`config.mk`:
```
export PLATFORM = sky130hd
export DESIGN_NAME = lcd_decimal_field_writer
export DESIGN_NICKNAME = d
export VERILOG_FILES = /design/src/ldfw_pkg.sv /design/src/ldfw_ctrl.sv /design/src/ldfw_dp.sv /design/src/lcd_decimal_field_writer.sv
export SDC_FILE = /design/constraint.sdc
export NUM_CORES = 1
export LEC_CHECK = 0
export ABC_CLOCK_PERIOD_IN_PS = 13300
export BUFFER_PORTS_ARGS = -buffer_cell sky130_fd_sc_hd__buf_2
export CAP_MARGIN = 15
export CORE_MARGIN = 5
export CORE_UTILIZATION = 55
export DETAILED_ROUTE_END_ITERATION = 10
export PLACE_DENSITY = 0.71
export SETUP_SLACK_MARGIN = 0.02
export SYNTH_ARGS = -nofsm -noshare
export SYNTH_HDL_FRONTEND = slang
export SYNTH_SLANG_ARGS = --single-unit
```
`constraint.sdc`:
```
create_clock -name clk -period 13.3 [get_ports clk]
set_input_delay 0.665 -clock clk [delete_from_list [all_inputs] [get_ports clk]]
set_output_delay 0.665 -clock clk [all_outputs]
set_load 0.005 [all_outputs]
```
`src/ldfw_pkg.sv`:
```
// shared types, constants and the power-of-ten tables for the lcd decimal field writer
// no dependencies

package ldfw_pkg;

    localparam int MAX_DIGITS_DEF = 5;
    localparam int ROW_W          = 3;
    localparam int COL_W          = 6;
    localparam int NUM_W          = 18;
    localparam int FW_W           = 3;
    localparam int BYTE_W         = 8;

    localparam logic [2:0] SEL_ADDR  = 3'd0;
    localparam logic [2:0] SEL_MINUS = 3'd1;
    localparam logic [2:0] SEL_SPACE = 3'd2;
    localparam logic [2:0] SEL_QUOT  = 3'd3;
    localparam logic [2:0] SEL_MAG   = 3'd4;

    localparam logic [BYTE_W-1:0] CHAR_MINUS = 8'h2D;
    localparam logic [BYTE_W-1:0] CHAR_SPACE = 8'h20;
    localparam logic [BYTE_W-1:0] CHAR_ZERO  = 8'h30;
    localparam logic [BYTE_W-1:0] CMD_ADDR   = 8'h80;

    typedef struct packed {
        logic       load;
        logic       emit;
        logic [2:0] sel;
        logic       last;
        logic       pos_inc;
        logic       div_init;
        logic       div_step;
    } ldfw_cmd_t;

    typedef struct packed {
        logic out_free;
        logic neg;
        logic space_ok;
        logic digits_left;
        logic div_last;
    } ldfw_sts_t;

    function automatic logic [31:0] pow10_f(input logic [3:0] k);
        logic [31:0] p;
        case (k)
            4'd0:    p = 32'd1;
            4'd1:    p = 32'd10;
            4'd2:    p = 32'd100;
            4'd3:    p = 32'd1000;
            4'd4:    p = 32'd10000;
            4'd5:    p = 32'd100000;
            4'd6:    p = 32'd1000000;
            4'd7:    p = 32'd10000000;
            4'd8:    p = 32'd100000000;
            4'd9:    p = 32'd1000000000;
            default: p = 32'd1;
        endcase
        return p;
    endfunction

    // ceil(2^s / 10^k), exact quotient for any 18-bit magnitude
    function automatic logic [NUM_W:0] recip_f(input logic [3:0] k);
        logic [NUM_W:0] m;
        case (k)
            4'd0:    m = 19'd262144;
            4'd1:    m = 19'd419431;
            4'd2:    m = 19'd335545;
            4'd3:    m = 19'd268436;
            4'd4:    m = 19'd429497;
            4'd5:    m = 19'd343598;
            4'd6:    m = 19'd274878;
            4'd7:    m = 19'd439805;
            4'd8:    m = 19'd351844;
            4'd9:    m = 19'd281475;
            default: m = 19'd262144;
        endcase
        return m;
    endfunction

    // s for the reciprocal of 10^k
    function automatic logic [5:0] rshift_f(input logic [3:0] k);
        logic [5:0] s;
        case (k)
            4'd0:    s = 6'd18;
            4'd1:    s = 6'd22;
            4'd2:    s = 6'd25;
            4'd3:    s = 6'd28;
            4'd4:    s = 6'd32;
            4'd5:    s = 6'd35;
            4'd6:    s = 6'd38;
            4'd7:    s = 6'd42;
            4'd8:    s = 6'd45;
            4'd9:    s = 6'd48;
            default: s = 6'd18;
        endcase
        return s;
    endfunction

endpackage

```
`src/ldfw_ctrl.sv`:
```
// sequencer for the lcd decimal field writer: address, sign, spaces, digits
// depends on ldfw_pkg

module ldfw_ctrl (
    input  logic              clk,
    input  logic              rst_n,
    input  logic              in_valid,
    output logic              in_stall,
    input  ldfw_pkg::ldfw_sts_t sts,
    output ldfw_pkg::ldfw_cmd_t cmd
);
    import ldfw_pkg::*;

    localparam logic [2:0] S_IDLE  = 3'd0;
    localparam logic [2:0] S_ADDR  = 3'd1;
    localparam logic [2:0] S_SIGN  = 3'd2;
    localparam logic [2:0] S_LEAD  = 3'd3;
    localparam logic [2:0] S_DIV   = 3'd4;
    localparam logic [2:0] S_DOUT  = 3'd5;
    localparam logic [2:0] S_DNEXT = 3'd6;
    localparam logic [2:0] S_FINAL = 3'd7;

    logic [2:0] state_reg;
    logic [2:0] state_next;

    assign in_stall = (state_reg != S_IDLE);

    always_comb
    begin
        state_next = state_reg;
        cmd        = '0;
        case (state_reg)
            S_IDLE:
            begin
                if (in_valid)
                begin
                    cmd.load   = 1'b1;
                    state_next = S_ADDR;
                end
            end
            S_ADDR:
            begin
                if (sts.out_free)
                begin
                    cmd.emit   = 1'b1;
                    cmd.sel    = SEL_ADDR;
                    state_next = sts.neg ? S_SIGN : S_LEAD;
                end
            end
            S_SIGN:
            begin
                if (sts.out_free)
                begin
                    cmd.emit    = 1'b1;
                    cmd.sel     = SEL_MINUS;
                    cmd.pos_inc = 1'b1;
                    state_next  = S_LEAD;
                end
            end
            S_LEAD:
            begin
                if (sts.space_ok)
                begin
                    if (sts.out_free)
                    begin
                        cmd.emit    = 1'b1;
                        cmd.sel     = SEL_SPACE;
                        cmd.pos_inc = 1'b1;
                    end
                end
                else if (sts.digits_left)
                begin
                    cmd.div_init = 1'b1;
                    state_next   = S_DIV;
                end
                else
                begin
                    state_next = S_FINAL;
                end
            end
            S_DIV:
            begin
                cmd.div_step = 1'b1;
                if (sts.div_last)
                begin
                    state_next = S_DOUT;
                end
            end
            S_DOUT:
            begin
                if (sts.out_free)
                begin
                    cmd.emit    = 1'b1;
                    cmd.sel     = SEL_QUOT;
                    cmd.pos_inc = 1'b1;
                    state_next  = S_DNEXT;
                end
            end
            S_DNEXT:
            begin
                if (sts.digits_left)
                begin
                    cmd.div_init = 1'b1;
                    state_next   = S_DIV;
                end
                else
                begin
                    state_next = S_FINAL;
                end
            end
            S_FINAL:
            begin
                if (sts.out_free)
                begin
                    cmd.emit   = 1'b1;
                    cmd.sel    = SEL_MAG;
                    cmd.last   = 1'b1;
                    state_next = S_IDLE;
                end
            end
            default:
            begin
                state_next = S_IDLE;
            end
        endcase
    end

    always_ff @(posedge clk or negedge rst_n)
    begin
        if (!rst_n)
        begin
            state_reg <= S_IDLE;
        end
        else
        begin
            state_reg <= state_next;
        end
    end

endmodule

```
`src/ldfw_dp.sv`:
```
// datapath: address byte, magnitude, position counter, reciprocal divider, output register
// depends on ldfw_pkg

module ldfw_dp #(
    parameter int MAX_DIGITS = ldfw_pkg::MAX_DIGITS_DEF
) (
    input  logic                                clk,
    input  logic                                rst_n,
    input  logic [ldfw_pkg::ROW_W-1:0]          row,
    input  logic [ldfw_pkg::COL_W-1:0]          column,
    input  logic signed [ldfw_pkg::NUM_W-1:0]   number,
    input  logic [ldfw_pkg::FW_W-1:0]           field_width,
    input  ldfw_pkg::ldfw_cmd_t                 cmd,
    output ldfw_pkg::ldfw_sts_t                 sts,
    input  logic                                out_stall,
    output logic                                out_valid,
    output logic                                is_command,
    output logic [ldfw_pkg::BYTE_W-1:0]         lcd_byte,
    output logic                                last
);
    import ldfw_pkg::*;

    localparam int IW  = $clog2(MAX_DIGITS + 1);
    localparam int CW  = (IW > FW_W) ? IW : FW_W;
    localparam int PW  = $clog2(10 ** (MAX_DIGITS - 1) + 1);
    localparam int SW  = PW + NUM_W;
    localparam int RW  = NUM_W + 1;
    localparam int PRW = NUM_W + RW;

    logic [BYTE_W-1:0] addr_reg;
    logic [BYTE_W-1:0] addr_next;
    logic [NUM_W-1:0]  mag_reg;
    logic [NUM_W-1:0]  mag_next;
    logic              neg_reg;
    logic              neg_next;
    logic [IW-1:0]     pos_reg;
    logic [IW-1:0]     pos_next;
    logic [BYTE_W-1:0] q_reg;
    logic [BYTE_W-1:0] q_next;
    logic              k_reg;
    logic              k_next;
    logic [PRW-1:0]    prod_reg;
    logic [PRW-1:0]    prod_next;
    logic              out_valid_reg;
    logic              out_valid_next;
    logic              is_command_reg;
    logic              is_command_next;
    logic [BYTE_W-1:0] lcd_byte_reg;
    logic [BYTE_W-1:0] lcd_byte_next;
    logic              last_reg;
    logic              last_next;

    logic [BYTE_W-1:0] offset;
    logic [CW-1:0]     fw_ext;
    logic [CW-1:0]     fw_clamp;
    logic [NUM_W-1:0]  num_u;
    logic [NUM_W-1:0]  mag_in;
    logic [3:0]        p_idx;
    logic [PW-1:0]     p_cur;
    logic [RW-1:0]     recip;
    logic [5:0]        rsh;
    logic [NUM_W-1:0]  quo;
    logic [SW-1:0]     qp;
    logic              digits_left;
    logic              out_free;
    logic [BYTE_W-1:0] byte_sel;

    always_comb
    begin
        case (row)
            3'd2:    offset = 8'h40;
            3'd3:    offset = 8'h14;
            3'd4:    offset = 8'h54;
            default: offset = 8'h00;
        endcase
        addr_next = BYTE_W'(CMD_ADDR + offset + {2'b00, column} - 8'd1);

        fw_ext = CW'(field_width);
        if (fw_ext == '0)
        begin
            fw_clamp = CW'(1);
        end
        else if (fw_ext > CW'(MAX_DIGITS))
        begin
            fw_clamp = CW'(MAX_DIGITS);
        end
        else
        begin
            fw_clamp = fw_ext;
        end

        num_u  = number;
        mag_in = number[NUM_W-1] ? (~num_u + 1'b1) : num_u;
    end

    // power of ten for the current position and its reciprocal
    assign p_idx       = 4'(MAX_DIGITS - 1) - 4'(pos_reg);
    assign p_cur       = PW'(pow10_f(p_idx));
    assign recip       = recip_f(p_idx);
    assign rsh         = rshift_f(p_idx);
    assign quo         = NUM_W'(prod_reg >> rsh);
    assign qp          = SW'(quo) * SW'(p_cur);
    assign digits_left = pos_reg < IW'(MAX_DIGITS - 1);
    assign out_free    = !out_valid_reg || !out_stall;

    assign sts.out_free    = out_free;
    assign sts.neg         = neg_reg;
    assign sts.space_ok    = digits_left && (SW'(mag_reg) < SW'(p_cur));
    assign sts.digits_left = digits_left;
    assign sts.div_last    = !k_reg;

    always_comb
    begin
        case (cmd.sel)
            SEL_ADDR:  byte_sel = addr_reg;
            SEL_MINUS: byte_sel = CHAR_MINUS;
            SEL_SPACE: byte_sel = CHAR_SPACE;
            SEL_QUOT:  byte_sel = CHAR_ZERO + q_reg;
            SEL_MAG:   byte_sel = CHAR_ZERO + mag_reg[BYTE_W-1:0];
            default:   byte_sel = CHAR_SPACE;
        endcase
    end

    always_comb
    begin
        mag_next        = mag_reg;
        neg_next        = neg_reg;
        pos_next        = pos_reg;
        q_next          = q_reg;
        k_next          = k_reg;
        prod_next       = prod_reg;
        out_valid_next  = out_valid_reg;
        is_command_next = is_command_reg;
        lcd_byte_next   = lcd_byte_reg;
        last_next       = last_reg;

        if (cmd.load)
        begin
            mag_next   = mag_in;
            neg_next   = number[NUM_W-1];
            pos_next   = IW'(CW'(MAX_DIGITS) - fw_clamp);
        end

        if (cmd.pos_inc)
        begin
            pos_next = pos_reg + 1'b1;
        end

        if (cmd.div_init)
        begin
            k_next = 1'b1;
        end

        // multiply by the reciprocal, then take the quotient and remainder
        if (cmd.div_step)
        begin
            if (k_reg)
            begin
                prod_next = PRW'(mag_reg) * PRW'(recip);
            end
            else
            begin
                mag_next = mag_reg - qp[NUM_W-1:0];
                q_next   = quo[BYTE_W-1:0];
            end
            k_next = 1'b0;
        end

        if (out_valid_reg && !out_stall)
        begin
            out_valid_next = 1'b0;
        end

        if (cmd.emit)
        begin
            out_valid_next  = 1'b1;
            is_command_next = (cmd.sel == SEL_ADDR);
            lcd_byte_next   = byte_sel;
            last_next       = cmd.last;
        end
    end

    always_ff @(posedge clk or negedge rst_n)
    begin
        if (!rst_n)
        begin
            out_valid_reg <= 1'b0;
        end
        else
        begin
            out_valid_reg <= out_valid_next;
        end
    end

    always_ff @(posedge clk)
    begin
        if (cmd.load)
        begin
            addr_reg <= addr_next;
        end
        mag_reg        <= mag_next;
        neg_reg        <= neg_next;
        pos_reg        <= pos_next;
        q_reg          <= q_next;
        k_reg          <= k_next;
        prod_reg       <= prod_next;
        is_command_reg <= is_command_next;
        lcd_byte_reg   <= lcd_byte_next;
        last_reg       <= last_next;
    end

    assign out_valid  = out_valid_reg;
    assign is_command = is_command_reg;
    assign lcd_byte   = lcd_byte_reg;
    assign last       = last_reg;

endmodule

```
`src/lcd_decimal_field_writer.sv`:
```
// top level of the lcd decimal field writer: sequencer plus datapath
// depends on ldfw_pkg, ldfw_ctrl, ldfw_dp
//
// channel | direction | handshake          | payload
// in      | input     | in_valid/in_stall  | row, column, number, field_width
// out     | output    | out_valid/out_stall| is_command, lcd_byte, last
//
// one request at a time; a stalled out holds the sequencer on its next byte
// the request is accepted and the address byte sent, then the sign and each space are sent;
// each digit but the last takes a reciprocal multiply, a remainder, its output and the
// setup of the next, and the last digit is sent from the magnitude that remains
// rst_n clears the sequencer and output valid; no clearing pass
// the last byte may wait in the output register while the next request is taken

module lcd_decimal_field_writer #(
    parameter int MAX_DIGITS = ldfw_pkg::MAX_DIGITS_DEF
) (
    input  logic                              clk,
    input  logic                              rst_n,
    input  logic                              in_valid,
    output logic                              in_stall,
    input  logic [ldfw_pkg::ROW_W-1:0]        row,
    input  logic [ldfw_pkg::COL_W-1:0]        column,
    input  logic signed [ldfw_pkg::NUM_W-1:0] number,
    input  logic [ldfw_pkg::FW_W-1:0]         field_width,
    output logic                              out_valid,
    input  logic                              out_stall,
    output logic                              is_command,
    output logic [ldfw_pkg::BYTE_W-1:0]       lcd_byte,
    output logic                              last
);
    import ldfw_pkg::*;

    ldfw_cmd_t cmd;
    ldfw_sts_t sts;

    ldfw_ctrl u_ctrl (
        .clk      (clk),
        .rst_n    (rst_n),
        .in_valid (in_valid),
        .in_stall (in_stall),
        .sts      (sts),
        .cmd      (cmd)
    );

    ldfw_dp #(
        .MAX_DIGITS (MAX_DIGITS)
    ) u_dp (
        .clk         (clk),
        .rst_n       (rst_n),
        .row         (row),
        .column      (column),
        .number      (number),
        .field_width (field_width),
        .cmd         (cmd),
        .sts         (sts),
        .out_stall   (out_stall),
        .out_valid   (out_valid),
        .is_command  (is_command),
        .lcd_byte    (lcd_byte),
        .last        (last)
    );

endmodule

```
==> summary.txt <==
CLOCK TREE
--------------------------------------------------------------------------------
TritonCTS buffer count ............................................            9
Clk root buf ......................................................    clkbuf_16
Max H-tree Level ..................................................            3
CTS Buffer Depth ..................................................            2
Post-CTS sizing ...................................................            0
Worst-skew pair later-pin latency .................................      0.37 ns
TritonCTS clock tree ..............................................          yes
Sinks on Clock Net ................................................           90
Total setup buffers inserted after CTS ............................            0
CTS Hold Buffers Added ............................................            0
CTS clk-pin slew, worst paths .....................................      0.08 ns

GLOBAL ROUTE
--------------------------------------------------------------------------------
Total overflow reported by the global router ......................            0
Vias in the first global route ....................................        19.1k
Largest net degree at the start of global routing .................           40
Total track usage .................................................        0.286
Number of antenna violations at the first check in global routing .            1
Wire length of the first global-routing pass ......................    102000 um

WORST SETUP PATH
--------------------------------------------------------------------------------
Cell repeated most along the worst path ...........................         ha_1
Slowest stage cell, crit path .....................................         ha_1
Setup slack, reg-to-reg ...........................................      3.00 ns
Data arrival time of the critical path ............................     10.54 ns
CP Max Fanout .....................................................           31
Critical Path End Type ............................................     register
Worst path required time ..........................................     13.54 ns
Type of the worst setup path ......................................      reg2reg
Startpoint of the most critical register-to-register path ......... u_dp.pos_reg[0]
Worst Reg2Reg Path Length in Cells ................................           35
Max stage delay on crit path ......................................      0.86 ns
Timing startpoint of the critical path ............................ u_dp.pos_reg[0]
Worst Setup Start Kind ............................................     register
End of the worst register-to-register path ........................ u_dp.mag_reg[16]

FLOORPLAN
--------------------------------------------------------------------------------
Vertical die dimension ............................................       213 um
Width of the chip .................................................       213 um
Initial cell density of the core ..................................        0.555
Count of standard-cell rows .......................................           74
Ports placed on the boundary ......................................           46
Placeable Area ....................................................    40800 um2
Full die area .....................................................    45400 um2

TIMING
--------------------------------------------------------------------------------
Total Negative Setup Slacks .......................................         0 ns
Slew Viols, Final .................................................            0
Final Hold Slack ..................................................    0.0863 ns
Crit share post-route .............................................        0.774
Worst slew margin relative to its limit ...........................        0.225
Hold violation count in the final report ..........................            0
Setup repair after global routing missed its margin ...............           no
Number of setup violations in the final report ....................            0
Worst clock skew ..................................................    0.0210 ns
Post-layout minimum cycle time ....................................     10.30 ns
Max Clock Freq ....................................................   0.0971 GHz
Worst Max-Slew Pin Slew ...........................................      1.16 ns

PLACED DESIGN
--------------------------------------------------------------------------------
Final HPWL from detailed placement ................................     50200 um
Cell area after placement .........................................    23400 um2
Post-Place Cells ..................................................         3077
Port Buffer Count .................................................           45
RePlAce Congestion ................................................        0.939

LAYOUT
--------------------------------------------------------------------------------
Number of filler instances in the final layout ....................         3625
Sequential cell area ..............................................     2490 um2
Number of non-filler instances in the completed layout ............         3096
Area used by multi-input combinational logic ......................    17900 um2
Layout net count ..................................................         3180
Layout area overhead ..............................................        4.75%
Post-Layout Inst Area .............................................    23700 um2
Max FFs per register ..............................................           37
Fraction of final layout cells sized beyond drive strength 1 ......       0.0597

ROUTE
--------------------------------------------------------------------------------
Met2 WL ...........................................................     30500 um
DR iter-0 viols ...................................................         1497
DRT antenna net count .............................................            0
Uppermost metal layer occupied by signal nets .....................         met4
Length of routed wiring on met1 ...................................     26300 um
Vias after detailed routing .......................................        17.9k
Post-detailed-route wirelength per cell ...........................      20.3 um
First-pass iteration count of the detailed router .................            5
Detailed-route wire length ........................................     62900 um
Number of remaining DRC errors ....................................            0
Via density per instance ..........................................         5.77
WL met3 ...........................................................      4440 um

SYNTH
--------------------------------------------------------------------------------
Synthesis warning total ...........................................            0
Combined area of all synthesized cells ............................    22700 um2
Count of unique library cells instantiated by Yosys ...............           85
Count of flip-flops with a built-in enable after synthesis ........           67
Gate Count Post-Synth .............................................         2567
Yosys reg bits ....................................................           90
Post-synth top flop ...............................................     edfxtp_1
Share of the yosys chip area belonging to registers ...............        0.110
Average cell area after synthesis .................................     8.83 um2
Async set or reset register ratio after synthesis .................       0.0444

WORST HOLD PATH
--------------------------------------------------------------------------------
HP Class ..........................................................     in2async

JOB
--------------------------------------------------------------------------------
Count of max-cap constraint violations ............................            0

STATUS
--------------------------------------------------------------------------------
Result of the run ................................................. finished clean

how the worst max path moves through the flow:
stage	endpoint	slack, ns	cells past startpoint
finish	u_dp.mag_reg[16]	3.00	35
detailed placement	u_dp.mag_reg[16]	3.18	35
global placement	u_dp.mag_reg[16]	3.44	34
global route	u_dp.mag_reg[16]	2.29	35
CTS	u_dp.mag_reg[16]	3.15	35
floorplan	u_dp.mag_reg[16]	4.51	41
cells in the mapped netlist, types with 8 or more instances:
master | number | area, um2
fa_1 | 396 | 7930
clkbuf_1 | 90 | 338
o21ai_1 | 8 | 40.0
nand2b_1 | 13 | 81.3
a211o_1 | 13 | 114
buf_1 | 8 | 30.0
inv_1 | 484 | 1820
nand2_1 | 385 | 1450
nor2b_1 | 13 | 81.3
ha_1 | 193 | 2410
o211ai_1 | 25 | 188
o21bai_1 | 14 | 105
xnor2_1 | 57 | 499
and3_1 | 21 | 131
o21ai_0 | 66 | 330
or2_2 | 9 | 56.3
a211oi_1 | 11 | 82.6
nand3_1 | 55 | 275
a21oi_1 | 82 | 410
buf_4 | 11 | 82.6
mux2_2 | 8 | 90.1
edfxtp_1 | 67 | 2010
dfxtp_1 | 19 | 380
nor3_1 | 26 | 130
o21a_1 | 10 | 75.1
a31oi_1 | 13 | 81.3
mux2i_1 | 54 | 541
xor2_1 | 29 | 254
and2_1 | 151 | 945
a21o_1 | 34 | 255
buf_2 | 14 | 70.1
nor2_1 | 77 | 289
per-layer routing:
metal / GRT usage / vias to the layer above
met5: 0 / -
met4: 0.0821 / 0
met3: 0.0406 / 112
met2: 0.479 / 637
met1: 0.392 / 9061
li1: - / 8062
layout by cell type, fill, tap and decap left out, types with 8 or more instances in the layout:
| cell | count |
|---|---|
| a211o_1 | 13 |
| a211oi_1 | 11 |
| a21o_1 | 34 |
| a21oi_1 | 82 |
| a31oi_1 | 13 |
| and2_1 | 151 |
| and3_1 | 20 |
| buf_2 | 45 |
| buf_4 | 45 |
| clkbuf_16 | 9 |
| conb_1 | 15 |
| dfxtp_1 | 19 |
| edfxtp_1 | 67 |
| fa_1 | 396 |
| ha_1 | 193 |
| inv_1 | 484 |
| mux2_2 | 8 |
| mux2i_1 | 53 |
| nand2_1 | 385 |
| nand2b_1 | 13 |
| nand3_1 | 55 |
| nor2_1 | 76 |
| nor2b_1 | 13 |
| nor3_1 | 26 |
| o211ai_1 | 25 |
| o21a_1 | 10 |
| o21ai_0 | 66 |
| o21bai_1 | 14 |
| or2_2 | 9 |
| xnor2_1 | 57 |
| xor2_1 | 29 |
critical path, delay by kind of cell, from the launching register on:
family | cells | cell delay [ns]
multiplexers | 3 | 0.54
adder cells (fa/ha/maj) | 9 | 3.77
AND/OR/NAND/NOR | 6 | 1.55
AO/OA/AOI/OAI | 14 | 3.09
flip-flops | 1 | 0.67
buffers and inverters | 3 | 0.54
cell families after synthesis:
| family | share of synthesized area |
|---|---|
| flops | 0.110 |
| buf+inv | 0.104 |
| compound gates | 0.102 |
| simple gates | 0.161 |
| mux | 0.0308 |
| xor+xnor | 0.0342 |
| fa+ha+maj | 0.457 |
| other cells | 0.000331 |
per-stage QoR:
step | utilization | setup slack, ns
global placement | 0.574 | 3.44
finish | 0.581 | 3.00
CTS | 0.581 | 3.15
floorplan | - | 4.51
global route | 0.581 | 2.29
detailed placement | 0.574 | 3.18
area by class of cell:
class / instances / area share
clock inverter: 7 / 0.00290
sequential: 90 / 0.105
clock buffer: 9 / 0.00949
multi-input combinational: 1880 / 0.753
timing repair buffer: 91 / 0.0242
inverter: 485 / 0.0767
antenna: 2 / 0.000211
tap: 532 / 0.0280
Power is left out: the tool's default activity adds up to more than one toggle a clock period on the data nets, which glitch-free logic cannot reach.
